`src/rtl/core/wfs_pkg.sv`:
```
`timescale 1ns / 1ps
// ----------------------------------------------------------------------------
// Wall follow sequencer package
// Types, codes and reset values shared by the sequencer, its step logic and
// its checker.
// ----------------------------------------------------------------------------
package wfs_pkg;

   localparam int unsigned DataWidth   = 16;
   localparam int unsigned StepWidth   = 5;
   localparam int unsigned ActWidth    = 3;
   localparam int unsigned StatWidth   = 2;
   localparam int unsigned CsrIdxWidth = 4;

   localparam logic [DataWidth-1:0] FRONT_TURN_RATE = 16'd40;

   typedef enum logic [ActWidth-1:0] {
      ACT_NONE = 3'd0,
      ACT_STOP = 3'd1,
      ACT_CW   = 3'd2,
      ACT_CCW  = 3'd3,
      ACT_FWD  = 3'd4
   } action_type;

   typedef enum logic [StatWidth-1:0] {
      STAT_RUNNING = 2'd0,
      STAT_DOCKED  = 2'd1,
      STAT_LOST    = 2'd2
   } status_type;

   typedef enum logic [1:0] {
      CLS_AWAY = 2'd0,
      CLS_NEAR = 2'd1,
      CLS_FAR  = 2'd2,
      CLS_SAFE = 2'd3
   } class_type;

   typedef enum logic [StepWidth-1:0] {
      STEP_START          = 5'd0,
      STEP_CHECK_FLOOR    = 5'd1,
      STEP_DOCK           = 5'd2,
      STEP_CHECK_FR       = 5'd3,
      STEP_CHECK_FL       = 5'd4,
      STEP_FRONT_CW_A     = 5'd5,
      STEP_FRONT_CW_B     = 5'd6,
      STEP_CHECK_LT       = 5'd7,
      STEP_CHECK_LB_A     = 5'd8,
      STEP_CHECK_LB_B     = 5'd9,
      STEP_SEARCH_WALL    = 5'd10,
      STEP_CW_SLOW        = 5'd11,
      STEP_CW_FAST        = 5'd12,
      STEP_CCW_SLOW       = 5'd13,
      STEP_CCW_FAST       = 5'd14,
      STEP_FWD_SLOW       = 5'd15,
      STEP_FWD_FAST       = 5'd16
   } step_type;

   typedef enum logic [CsrIdxWidth-1:0] {
      REG_FRONT_NEAR = 4'd0,
      REG_FRONT_FAR  = 4'd1,
      REG_SIDE_NEAR  = 4'd2,
      REG_SIDE_FAR   = 4'd3,
      REG_SLOW_SPEED = 4'd4,
      REG_FAST_SPEED = 4'd5,
      REG_SLOW_TURN  = 4'd6,
      REG_FAST_TURN  = 4'd7
   } reg_index_type;

   localparam logic [DataWidth-1:0] FRONT_NEAR_RESET = 16'd20000;
   localparam logic [DataWidth-1:0] FRONT_FAR_RESET  = 16'd5000;
   localparam logic [DataWidth-1:0] SIDE_NEAR_RESET  = 16'd20000;
   localparam logic [DataWidth-1:0] SIDE_FAR_RESET   = 16'd5000;
   localparam logic [DataWidth-1:0] SLOW_SPEED_RESET = 16'd50;
   localparam logic [DataWidth-1:0] FAST_SPEED_RESET = 16'd100;
   localparam logic [DataWidth-1:0] SLOW_TURN_RESET  = 16'd10;
   localparam logic [DataWidth-1:0] FAST_TURN_RESET  = 16'd30;

   typedef struct packed {
      logic [DataWidth-1:0] front_near_level;
      logic [DataWidth-1:0] front_far_level;
      logic [DataWidth-1:0] side_near_level;
      logic [DataWidth-1:0] side_far_level;
      logic [DataWidth-1:0] slow_speed;
      logic [DataWidth-1:0] fast_speed;
      logic [DataWidth-1:0] slow_turn;
      logic [DataWidth-1:0] fast_turn;
   } cfg_type;

   typedef struct packed {
      logic [DataWidth-1:0] prox_front_right;
      logic [DataWidth-1:0] prox_front_left;
      logic [DataWidth-1:0] prox_left_top;
      logic [DataWidth-1:0] prox_left_bottom;
      logic                 floor_left_black;
      logic                 floor_right_black;
   } item_type;

   typedef struct packed {
      step_type             next_step;
      status_type           next_status;
      action_type           action;
      logic [DataWidth-1:0] amount;
      step_type             step_number;
   } result_type;

   function automatic class_type classify(input logic [DataWidth-1:0] v,
                                          input logic [DataWidth-1:0] near_lvl,
                                          input logic [DataWidth-1:0] far_lvl);
      class_type c;
      if (v == '0) begin
         c = CLS_AWAY;
      end else if (v > near_lvl) begin
         c = CLS_NEAR;
      end else if (v < far_lvl) begin
         c = CLS_FAR;
      end else begin
         c = CLS_SAFE;
      end
      return c;
   endfunction

endpackage

```
`src/rtl/core/wall_follow_sequencer.sv`:
```
`timescale 1ns / 1ps
// ----------------------------------------------------------------------------
// Wall follow sequencer
// Seventeen-step wall-following sequencer with dock detection; one motor
// command per control tick.
// ----------------------------------------------------------------------------
// Takes one tick per clock cycle while req_stall is low and returns one
// result per tick. The tick is held in the input register; the step logic
// then writes the result register and the step state in the same cycle, so
// the rate is set by that step update. A waiting result holds the
// next tick in the input register, so the input stalls only while both the
// input and the result register are full. The eight setting registers are
// written via the csr_ port, one per cycle; the user must write them only while
// no tick is in flight (not enforced here); indexes above seven are ignored.
module wall_follow_sequencer
   import wfs_pkg::*;
(
   input  logic                   clock,
   input  logic                   reset,
   input  logic                   req_valid,
   output logic                   req_stall,
   input  logic [DataWidth-1:0]   req_prox_front_right,
   input  logic [DataWidth-1:0]   req_prox_front_left,
   input  logic [DataWidth-1:0]   req_prox_left_top,
   input  logic [DataWidth-1:0]   req_prox_left_bottom,
   input  logic                   req_floor_left_black,
   input  logic                   req_floor_right_black,
   output logic                   rsp_valid,
   input  logic                   rsp_stall,
   output logic [ActWidth-1:0]    rsp_motor_action,
   output logic [DataWidth-1:0]   rsp_motor_amount,
   output logic [StatWidth-1:0]   rsp_run_status,
   output logic [StepWidth-1:0]   rsp_step_number,
   input  logic                   csr_valid,
   output logic                   csr_ready,
   input  logic [CsrIdxWidth-1:0] csr_index,
   input  logic [DataWidth-1:0]   csr_wdata
);

   cfg_type    cfg_ff;
   cfg_type    cfg_in;
   item_type   item_ff;
   item_type   item_in;
   logic       item_valid_ff;
   logic       item_valid_in;
   step_type   step_ff;
   step_type   step_in;
   status_type status_ff;
   status_type status_in;
   logic       rsp_valid_ff;
   logic       rsp_valid_in;
   result_type rsp_ff;
   result_type rsp_in;
   result_type res;
   logic       req_take;
   logic       advance;

   assign csr_ready = 1'b1;

   always_comb begin
      cfg_in = cfg_ff;
      if (csr_valid && csr_ready) begin
         unique case (csr_index)
            REG_FRONT_NEAR: cfg_in.front_near_level = csr_wdata;
            REG_FRONT_FAR:  cfg_in.front_far_level  = csr_wdata;
            REG_SIDE_NEAR:  cfg_in.side_near_level  = csr_wdata;
            REG_SIDE_FAR:   cfg_in.side_far_level   = csr_wdata;
            REG_SLOW_SPEED: cfg_in.slow_speed       = csr_wdata;
            REG_FAST_SPEED: cfg_in.fast_speed       = csr_wdata;
            REG_SLOW_TURN:  cfg_in.slow_turn        = csr_wdata;
            REG_FAST_TURN:  cfg_in.fast_turn        = csr_wdata;
            default:        cfg_in = cfg_ff;
         endcase
      end
   end

   wfs_step u_step (
      .cfg        (cfg_ff),
      .item       (item_ff),
      .cur_step   (step_ff),
      .cur_status (status_ff),
      .res        (res)
   );

   assign advance   = item_valid_ff && (!rsp_valid_ff || !rsp_stall);
   assign req_stall = item_valid_ff && !advance;
   assign req_take  = req_valid && !req_stall;

   always_comb begin
      item_in.prox_front_right  = req_prox_front_right;
      item_in.prox_front_left   = req_prox_front_left;
      item_in.prox_left_top     = req_prox_left_top;
      item_in.prox_left_bottom  = req_prox_left_bottom;
      item_in.floor_left_black  = req_floor_left_black;
      item_in.floor_right_black = req_floor_right_black;
      item_valid_in = req_take || (item_valid_ff && !advance);
      rsp_valid_in  = advance || (rsp_valid_ff && rsp_stall);
      rsp_in        = advance ? res : rsp_ff;
      step_in       = advance ? res.next_step : step_ff;
      status_in     = advance ? res.next_status : status_ff;
   end

   always_ff @(posedge clock) begin
      if (reset) begin
         cfg_ff.front_near_level <= FRONT_NEAR_RESET;
         cfg_ff.front_far_level  <= FRONT_FAR_RESET;
         cfg_ff.side_near_level  <= SIDE_NEAR_RESET;
         cfg_ff.side_far_level   <= SIDE_FAR_RESET;
         cfg_ff.slow_speed       <= SLOW_SPEED_RESET;
         cfg_ff.fast_speed       <= FAST_SPEED_RESET;
         cfg_ff.slow_turn        <= SLOW_TURN_RESET;
         cfg_ff.fast_turn        <= FAST_TURN_RESET;
         item_valid_ff           <= 1'b0;
         rsp_valid_ff            <= 1'b0;
         step_ff                 <= STEP_START;
         status_ff               <= STAT_RUNNING;
      end else begin
         cfg_ff        <= cfg_in;
         item_valid_ff <= item_valid_in;
         rsp_valid_ff  <= rsp_valid_in;
         step_ff       <= step_in;
         status_ff     <= status_in;
      end
   end

   // payload, no reset
   always_ff @(posedge clock) begin
      if (req_take) begin
         item_ff <= item_in;
      end
      rsp_ff <= rsp_in;
   end

   assign rsp_valid        = rsp_valid_ff;
   assign rsp_motor_action = rsp_ff.action;
   assign rsp_motor_amount = rsp_ff.amount;
   assign rsp_run_status   = rsp_ff.next_status;
   assign rsp_step_number  = rsp_ff.step_number;

endmodule

```
`src/rtl/core/wfs_step.sv`:
```
`timescale 1ns / 1ps
// ----------------------------------------------------------------------------
// Wall follow step logic
// Runs the current step on one tick: classifies readings, picks the motor
// command and the next step, and holds a finished run.
// ----------------------------------------------------------------------------
module wfs_step
   import wfs_pkg::*;
(
   input  cfg_type    cfg,
   input  item_type   item,
   input  step_type   cur_step,
   input  status_type cur_status,
   output result_type res
);

   class_type cls_fr;
   class_type cls_fl;
   class_type cls_lt;
   class_type cls_lb;
   step_type  next_step;
   step_type  eff_step;
   action_type           act;
   logic [DataWidth-1:0] amt;
   status_type           status_next;

   assign cls_fr = classify(item.prox_front_right, cfg.front_near_level, cfg.front_far_level);
   assign cls_fl = classify(item.prox_front_left, cfg.front_near_level, cfg.front_far_level);
   assign cls_lt = classify(item.prox_left_top, cfg.side_near_level, cfg.side_far_level);
   assign cls_lb = classify(item.prox_left_bottom, cfg.side_near_level, cfg.side_far_level);

   // next step
   always_comb begin
      next_step = cur_step;
      unique case (cur_step)
         STEP_START:       next_step = STEP_CHECK_FLOOR;
         STEP_CHECK_FLOOR: next_step = (item.floor_left_black || item.floor_right_black) ?
                                       STEP_DOCK : STEP_CHECK_FR;
         STEP_DOCK:        next_step = STEP_DOCK;
         STEP_CHECK_FR:    next_step = (cls_fr == CLS_NEAR) ? STEP_FRONT_CW_A : STEP_CHECK_FL;
         STEP_CHECK_FL:    next_step = (cls_fl == CLS_NEAR) ? STEP_FRONT_CW_B : STEP_CHECK_LT;
         STEP_FRONT_CW_A:  next_step = STEP_CHECK_FR;
         STEP_FRONT_CW_B:  next_step = STEP_CHECK_FL;
         STEP_CHECK_LT: begin
            case (cls_lt)
               CLS_AWAY: next_step = STEP_CHECK_LB_A;
               CLS_NEAR: next_step = STEP_CW_SLOW;
               CLS_FAR:  next_step = STEP_CCW_SLOW;
               default:  next_step = STEP_CHECK_LB_B;
            endcase
         end
         STEP_CHECK_LB_A:  next_step = (cls_lb == CLS_AWAY) ? STEP_SEARCH_WALL : STEP_CCW_FAST;
         STEP_CHECK_LB_B: begin
            case (cls_lb)
               CLS_AWAY, CLS_FAR: next_step = STEP_CW_SLOW;
               CLS_NEAR:          next_step = STEP_CCW_SLOW;
               default:           next_step = STEP_FWD_FAST;
            endcase
         end
         STEP_SEARCH_WALL: next_step = STEP_SEARCH_WALL;
         STEP_CW_SLOW:     next_step = STEP_FWD_SLOW;
         STEP_CW_FAST:     next_step = STEP_FWD_FAST;
         STEP_CCW_SLOW:    next_step = STEP_FWD_SLOW;
         STEP_CCW_FAST:    next_step = STEP_FWD_FAST;
         STEP_FWD_SLOW:    next_step = STEP_CHECK_FLOOR;
         STEP_FWD_FAST:    next_step = STEP_CHECK_FLOOR;
         default:          next_step = STEP_CHECK_FLOOR;
      endcase
      if (cur_status != STAT_RUNNING) begin
         next_step = cur_step;
      end
   end

   // outputs
   always_comb begin
      eff_step    = cur_step;
      act         = ACT_NONE;
      amt         = '0;
      status_next = cur_status;
      unique case (cur_step)
         STEP_DOCK: begin
            act         = ACT_STOP;
            status_next = STAT_DOCKED;
         end
         STEP_FRONT_CW_A, STEP_FRONT_CW_B: begin
            act = ACT_CW;
            amt = FRONT_TURN_RATE;
         end
         STEP_SEARCH_WALL: begin
            act         = ACT_STOP;
            status_next = STAT_LOST;
         end
         STEP_CW_SLOW: begin
            act = ACT_CW;
            amt = cfg.slow_turn;
         end
         STEP_CW_FAST: begin
            act = ACT_CW;
            amt = cfg.fast_turn;
         end
         STEP_CCW_SLOW: begin
            act = ACT_CCW;
            amt = cfg.slow_turn;
         end
         STEP_CCW_FAST: begin
            act = ACT_CCW;
            amt = cfg.fast_turn;
         end
         STEP_FWD_SLOW: begin
            act = ACT_FWD;
            amt = cfg.slow_speed;
         end
         STEP_FWD_FAST: begin
            act = ACT_FWD;
            amt = cfg.fast_speed;
         end
         STEP_START, STEP_CHECK_FLOOR, STEP_CHECK_FR, STEP_CHECK_FL,
         STEP_CHECK_LT, STEP_CHECK_LB_A, STEP_CHECK_LB_B: begin
            act = ACT_NONE;
         end
         default: begin
            // out of range: behave as start
            eff_step = STEP_START;
         end
      endcase
      if (cur_status != STAT_RUNNING) begin
         act         = ACT_STOP;
         amt         = '0;
         status_next = cur_status;
      end
   end

   assign res.next_step   = next_step;
   assign res.next_status = status_next;
   assign res.action      = act;
   assign res.amount      = amt;
   assign res.step_number = eff_step;

endmodule

```
`config.mk`:
```
export PLATFORM = sky130hd
export DESIGN_NAME = wall_follow_sequencer
export DESIGN_NICKNAME = d
export VERILOG_FILES = /design/src/rtl/core/wfs_pkg.sv /design/src/rtl/core/wall_follow_sequencer.sv /design/src/rtl/core/wfs_step.sv
export SDC_FILE = /design/constraint.sdc
export NUM_CORES = 1
export LEC_CHECK = 0
export BUFFER_PORTS_ARGS = -buffer_cell sky130_fd_sc_hd__buf_2
export CORE_ASPECT_RATIO = 1.75
export CORE_UTILIZATION = 50
export CTS_CLUSTER_SIZE = 28
export DETAILED_ROUTE_END_ITERATION = 8
export PLACE_DENSITY = 0.7
export SYNTH_ARGS = -nofsm -noshare
export SYNTH_HDL_FRONTEND = slang
export SYNTH_HIERARCHICAL = 1
export SYNTH_SLANG_ARGS = --single-unit
```
`constraint.sdc`:
```
create_clock -name clock -period 4.8 [get_ports clock]
set_clock_uncertainty 0.2 [all_clocks]
set_input_delay 0.72 -clock clock [delete_from_list [all_inputs] [get_ports clock]]
set_output_delay 0.72 -clock clock [all_outputs]
set_load 0.005 [all_outputs]
```
# [Word level (Yosys, flattened, before mapping)]
# Cells that the tools add are included.
[word_totals] ff_bits=229 elab_cells=122
[classes] n_lt_le_gt_ge=8 n_eq_ne=29 mux=23 bitwise_logic=1 reduce_logical=39
[op_table] op="$pmux W16 S5" count=1
[op_table] op="$gt A16 B16 Y1" count=4
[op_table] op="$logic_not A16 Y1" count=4
[op_table] op="$lt A16 B16 Y1" count=4
[op_table] op="$pmux W5 S12" count=1
[op_table] op="$eq A5 B4 Y1 const B" count=8
[op_table] op="$eq A5 B3 Y1 const B" count=4
[op_table] op="$mux W2" count=9
[op_table] op="$reduce_and A2 Y1" count=9
[op_table] op="$reduce_or A17 Y1" count=1
[op_table] op="$eq A4 B3 Y1 const B" count=4
[op_table] op="$reduce_or A2 Y1" count=7
[op_table] op="$pmux W3 S4" count=1
[op_table] op="$eq A5 B2 Y1 const B" count=2
[op_table] op="$pmux W5 S2" count=1
[op_table] op="$pmux W3 S3" count=1
[op_table] op="$eq A2 B1 Y1 const B" count=4
[op_table] op="$eq A4 B2 Y1 const B" count=2
[op_table] op="$mux W1" count=7
[op_table] op="$eq A5 B1 Y1 const B" count=1
[op_table] op="$eq A5 B5 Y1 const B" count=1
[op_table] op="$logic_not A5 Y1" count=1
[op_table] op="$eq A2 B2 Y1 const B" count=2
[op_table] op="$eq A4 B1 Y1 const B" count=1
[op_table] op="other kinds (10)" count=20

# [Logic depth before layout (Yosys ltp)]
# Gate-level depths: netlist of the first run.
[logic_depth] word_depth=8 depth_mapped=11

# [Hierarchy]
# Netlist of the first run, hierarchy kept.
[by_module_without_submodules] mod="wall_follow_sequencer" n_inst=1 cells_per_inst=617 area_per_inst_um2=8111.5 seq_area_each_um2=5505.3
[by_module_without_submodules] mod="wfs_step" n_inst=1 cells_per_inst=448 area_per_inst_um2=3296.9 seq_area_each_um2=0.0

# [Least setup slack after synthesis of the first run]
# OpenSTA, ideal clock, no wires.
[synth_path] kind="input-to-reg" start="input rsp_stall" end="register item_ff[0] (netlist name), enable pin" setup_ns=0.498 t_arrival_ns=3.842 required_time_ns=4.102 slack_ns=0.260 path_stages=2 path_buffers=0 cell_sequence="and3_1 -> nor2b_1"
[synth_between] elab_chain_cells=7
[synth_rtl] element="start, declared" line_no="wall_follow_sequencer.sv:29" source="input logic rsp_stall,"
[synth_rtl] element="$logic_not A1 Y1" line_no="wall_follow_sequencer.sv:85" source="assign advance = item_valid_ff && (!rsp_valid_ff || !rsp_stall);"
[synth_rtl] element="$logic_or A1 B1 Y1" line_no="wall_follow_sequencer.sv:85"
[synth_rtl] element="$logic_and A1 B1 Y1" line_no="wall_follow_sequencer.sv:85"
[synth_rtl] element="$logic_not A1 Y1" line_no="wall_follow_sequencer.sv:86" source="assign req_stall = item_valid_ff && !advance;"
[synth_rtl] element="$logic_and A1 B1 Y1" line_no="wall_follow_sequencer.sv:86"
[synth_rtl] element="$logic_not A1 Y1" line_no="wall_follow_sequencer.sv:87" source="assign req_take = req_valid && !req_stall;"
[synth_rtl] element="$logic_and A1 B1 Y1" line_no="wall_follow_sequencer.sv:87"
[synth_rtl] element="named net req_take" line_no="wall_follow_sequencer.sv:55" source="logic req_take;"
[synth_rtl] element="end signal, assigned" line_no="wall_follow_sequencer.sv:129" source="item_ff <= item_in;"
[synth_rtl] element="end, declared" line_no="wall_follow_sequencer.sv:42" source="item_type item_ff;"
# The timed path passes the listed nets, and every way through them passes these cells.
# A chain may end at the register's enable or synchronous reset.

# [Final worst setup path of the first run]
[layout_path] start="register step_ff[1]" end="register rsp_ff, in the netlist rsp_motor_amount[3] (data pin)"
[layout_between] elab_chain_cells=3
[layout_rtl] element="start, declared" line_no="wall_follow_sequencer.sv:46" source="step_type step_ff;"
[layout_rtl] element="start signal, assigned" line_no="wall_follow_sequencer.sv:121" source="step_ff <= step_in;"
[layout_rtl] element="$eq A5 B4 Y1 / $eq A5 B3 Y1 (equally long branches)" line_no="wfs_step.sv:80" source="unique case (cur_step)"
[layout_rtl] element="$reduce_or A2 Y1 (no source line)"
[layout_rtl] element="$pmux W16 S5 *" line_no="wfs_step.sv:80"
[layout_rtl] element="end signal, assigned" line_no="wall_follow_sequencer.sv:131" source="rsp_ff <= rsp_in;"
[layout_rtl] element="end, declared" line_no="wall_follow_sequencer.sv:52" source="result_type rsp_ff;"
# Mark *: on every way between the ends. The rest lies on a longest branch, timed or not.

==> results_dict.tcl, run 1 <==
set metrics [dict create \
    powerDensity_nw_per_um2 322 \
    power_mw 3.94 \
    max_stage_delay_ns 0.93 \
    area_delta_synth_final_pct 13.3 \
    hpwl_microns 18900 \
    peakVddDrop_uv 300 \
    drv_slew 0 \
    cts_resized 0 \
    start_kind "flop" \
    cts_made_buffers 21 \
    drive_gt1_share_pct 17.7 \
    cap_violations 0 \
    crit_type "reg -> reg" \
    design.core.area_sq_um 21100 \
    fin_cells 1398 \
    cts_tree "built" \
    die_w_microns 113 \
    initial_core_util_pct 51.3 \
    layout.nets 1281 \
    synth_cells 1001 \
    hold_class "in -> reg" \
    antennaDiodeCount 0 \
    synthesis.area_sq_um 10800 \
    place_inst 1361 \
    numPortBuffers 118 \
    yosysWarnings 6 \
    num_vias 7726 \
    slowest_stage "dfxtp_1" \
    gr-total-overflow 0 \
    met1Wirelength_microns 10200 \
    top_layer "met4" \
    final_cell_mix "121 x dfxtp_1, 117 x buf_2, 105 x mux2i_1" \
    drc 0 \
    postRouteAntennaNets 0 \
    cp.arrival_ns 3.13 \
    drtPass1Iterations 5 \
    period_share_pct 65.2 \
    crit_chain "nor4_4 > and2_1 > nor2_2 > nor2_4 > nor2_2 > a21oi_1" \
    dr_wl_met3_microns 940 \
    grt_pass1_wl_microns 39900 \
    grt_use_total_pct 23.0 \
    required_ns 4.80 \
    placementRows 70 \
    cts-root-buf "clkbuf_16" \
    clk_pin_slew_ns 0.06 \
    gp_congestion 0.880 \
    syn_avg_cell_area_sq_um 10.8 \
    first_global_vias 7652 \
    clk_latency_ns 0.50 \
    max-clock-path-buffers 3 \
    wl_met2_microns 13200 \
    drt_iter0_drc 443 \
    path_max_fanout 23 \
    hold_buffers 0 \
    avgRoutedWirePerCell_microns 18.1 \
    max_slew_margin_pct 28.6 \
    fin_crit_ns 3.13 \
    cts_setup_buffers 0 \
    antenna_found_initial 0 \
    via_per_inst 5.53 \
    tns_ns 0 \
    final-setup-viol-count 0 \
    io_pins 120 \
    status "finished clean" \
    critPathCaptureType "flop" \
    die_area_sq_um 22300 \
    p_leak_nw 5.15 \
    layout_commonest_cell "dfxtp_1" \
    fin_hold_ws_ns 0.196 \
    syn_nets 1186 \
    grt_start_max_net_pins 104 \
    tightest_slew_ns 1.07 \
    cts_max_level 1 \
    crit_path_frequent_cell "nor2_2" \
    rsz0062_at_grt "false" \
    fmax_mhz 319 \
    dieHeight_microns 197 \
    hold_violations 0 \
    clkSinkCount 213 \
    wl_microns 25300 \
]
[metal layers]
layer	vias to the layer above	track usage [%]
met2	200	42.8
li1	3821	-
met1	3647	26.7
met4	0	8.92
met5	-	0
met3	58	2.68
[through the flow]
stage / worst slack, ns / utilization (%) / area (sq um)
after CTS: 1.66 / 58.1 / 12300
final: 1.67 / 58.1 / 12300
after floorplan: 0.260 / - / 10800
after global routing: 1.48 / 58.1 / 12300
after detailed placement: 1.69 / 54.8 / 11600
after global placement: 1.76 / 54.8 / 11600
[path summary, 6_finish.rpt]
path	startpoint	to	slack, ns	cells after the start
hold / removal	req_prox_left_top[8]	item_ff[26]	0.20	1
hold reg to reg	cfg_ff[93]	cfg_ff[93]	0.28	2
setup / recovery	step_ff[1]	rsp_motor_amount[3]	1.67	6
setup reg to reg	step_ff[1]	rsp_motor_amount[3]	1.67	6
[where the power goes]
part	switching, mW	total (mW)	internal [mW]
Clock	0.692	1.66	0.969
Sequential	0.0397	1.99	1.95
Combinational	0.169	0.294	0.125
Total	0.901	3.94	3.04
[critical path: cells and delay by family, from the launching register on]
kind / cells / cell delay [ns]
flip-flops: 1 / 0.93
AND/OR/NAND/NOR: 5 / 1.62
AO/OA/AOI/OAI: 1 / 0.09
[state kept, by name, summed over array words and instances, names as in the netlist]
name and cells:
cfg_ff 112, item_ff 66, item_valid_ff 1, rsp_motor_action 3, rsp_motor_amount 16, rsp_run_status 2, rsp_step_number 5, rsp_valid 1
status_ff 2, step_ff 5
[final cells by class]
type	instances	area [sq um]
fill	1803	8840
multi-input combinational	686	5190
sequential	213	5180
timing repair buffer	124	638
clock buffer	25	614
tap	288	360
inverter	50	188
clock inverter	12	92.6
Note: power is estimated with default switching activity, not from simulation.
==> run 2: changes to the inputs <==
==> constraint.sdc (replaced) <==
create_clock -name clock -period 3 [get_ports clock]
set_clock_uncertainty 0.2 [all_clocks]
set_input_delay 0.45 -clock clock [delete_from_list [all_inputs] [get_ports clock]]
set_output_delay 0.45 -clock clock [all_outputs]
set_load 0.005 [all_outputs]
==> results_dict.tcl, run 2 (synthesis results as in run 1) <==
set metrics [dict create \
    status "finished clean" \
    layout_commonest_cell "dfxtp_1" \
    drv_slew 0 \
    reg2reg_depth 10 \
    clk_latency_ns 0.51 \
    drive_gt1_share_pct 17.6 \
    antenna_found_initial 0 \
    final_cell_mix "121 x dfxtp_1, 117 x buf_2, 105 x mux2i_1" \
    die_area_sq_um 22300 \
    required_ns 3.20 \
    hpwl_microns 19900 \
    layout.nets 1368 \
    clkSinkCount 213 \
    rsz0062_at_grt "false" \
    tns_ns 0 \
    avgRoutedWirePerCell_microns 18.8 \
    hold_depth 3 \
    crit_chain "ha_1 > nand4_1 > nor3_1 > nand2_1 > o211ai_1 > o211ai_1 > a21oi_1 > o221ai_1 > mux2i_1 > nor2_1" \
    num-fill-cells 1749 \
    postLayoutCellArea_sq_um 13100 \
    power_mw 6.32 \
    top_register "cfg_ff" \
    fin_hold_ws_ns 0.0255 \
    num_vias 8226 \
    hold_violations 0 \
    clk_pin_slew_ns 0.06 \
    place_area_sq_um 11700 \
    p_leak_nw 5.52 \
    period_share_pct 90.6 \
    initial_core_util_pct 51.3 \
    postRouteAntennaNets 0 \
    grt_pass1_wl_microns 44200 \
    grt_start_max_net_pins 70 \
    gp_congestion 0.919 \
    dieHeight_microns 197 \
    start_kind "flop" \
    grt_use_total_pct 25.7 \
    cts-root-buf "clkbuf_16" \
    cp.arrival_ns 2.92 \
    critPathCaptureType "flop" \
    placementRows 70 \
    max-clock-path-buffers 3 \
    cts_max_level 1 \
    numPortBuffers 118 \
    powerDensity_nw_per_um2 484 \
    tightest_slew_ns 0.718 \
    seq_area_sq_um 5180 \
    cts_made_buffers 21 \
    largest_reg_flops 112 \
    drtPass1Iterations 4 \
    setup_ws_ns 0.283 \
    fin_cells 1486 \
    drt_iter0_drc 521 \
    peakVddDrop_uv 557 \
    max_stage_delay_ns 0.44 \
    crit_path_frequent_cell "o211ai_1" \
    path_max_fanout 3 \
    slowest_stage "edfxtp_1" \
    antennaDiodeCount 0 \
    via_per_inst 5.54 \
    cap_violations 0 \
    fin_util_pct 61.9 \
    fmax_mhz 368 \
    first_global_vias 8546 \
    die_w_microns 113 \
    area_delta_synth_final_pct 20.7 \
    design.core.area_sq_um 21100 \
    place_inst 1377 \
    multi_input_area_sq_um 5190 \
    cts_tree "built" \
    max_slew_margin_pct 52.0 \
    wl_microns 28000 \
    hold_class "in -> reg" \
    gr-total-overflow 0 \
    drc 0 \
    fin_crit_ns 2.72 \
    io_pins 120 \
    place_ws_ns 0.154 \
    crit_type "reg -> reg" \
    final-setup-viol-count 0 \
]
==> run 2: metal layers <==
layer	part of all wire [%]	global-route usage, %	wire [microns]	vias up
li1	-	-	-	3999
met1	39	28.1	11000	3951
met2	54	49.4	15000	211
met3	3.0	2.40	853	65
met4	3.9	11.5	1100	0
met5	0	0	0	-
==> run 2: layout make-up <==
| cell class | instances | share of cell area [%] |
|---|---|---|
| Clock buffer | 29 | 4.51 |
| Clock inverter | 9 | 0.584 |
| Inverter | 50 | 1.44 |
| Multi-Input combinational cell | 686 | 39.7 |
| Sequential cell | 213 | 39.7 |
| Tap cell | 288 | 2.76 |
| Timing Repair Buffer | 211 | 11.3 |
==> run 2: report_power, final <==
group	leakage [nW]	internal [mW]	total, mW	switching [mW]
logic	3.32	0.270	0.571	0.301
registers	1.88	3.12	3.18	0.0589
clock network	0.326	1.47	2.58	1.11
total	5.52	4.86	6.32	1.47
==> run 2: path summary, 6_finish.rpt <==
| check | slack, ns | start | endpoint |
|---|---|---|---|
| max | 0.28 | item_ff[17] | step_ff[3] |
| min | 0.03 | rsp_stall | rsp_valid |
| max reg2reg | 0.28 | item_ff[17] | step_ff[3] |
| min reg2reg | 0.27 | cfg_ff[87] | cfg_ff[87] |
==> run 2: timing repair <==
| action | in CTS | in global routing |
|---|---|---|
| hold buffers | 71 | 0 |
| hold endpoints to repair | 71 | 0 |
| setup endpoints to repair | 0 | 1 |
| resized for setup | 0 | 1 |
| setup buffers | 0 | 0 |
==> run 2: critical path: cells and delay by family (launching register included) <==
family	cells	cell delay, ns
compound gates	4	0.87
fa+ha+maj	1	0.36
flops	1	0.44
mux	1	0.14
simple gates	4	0.61
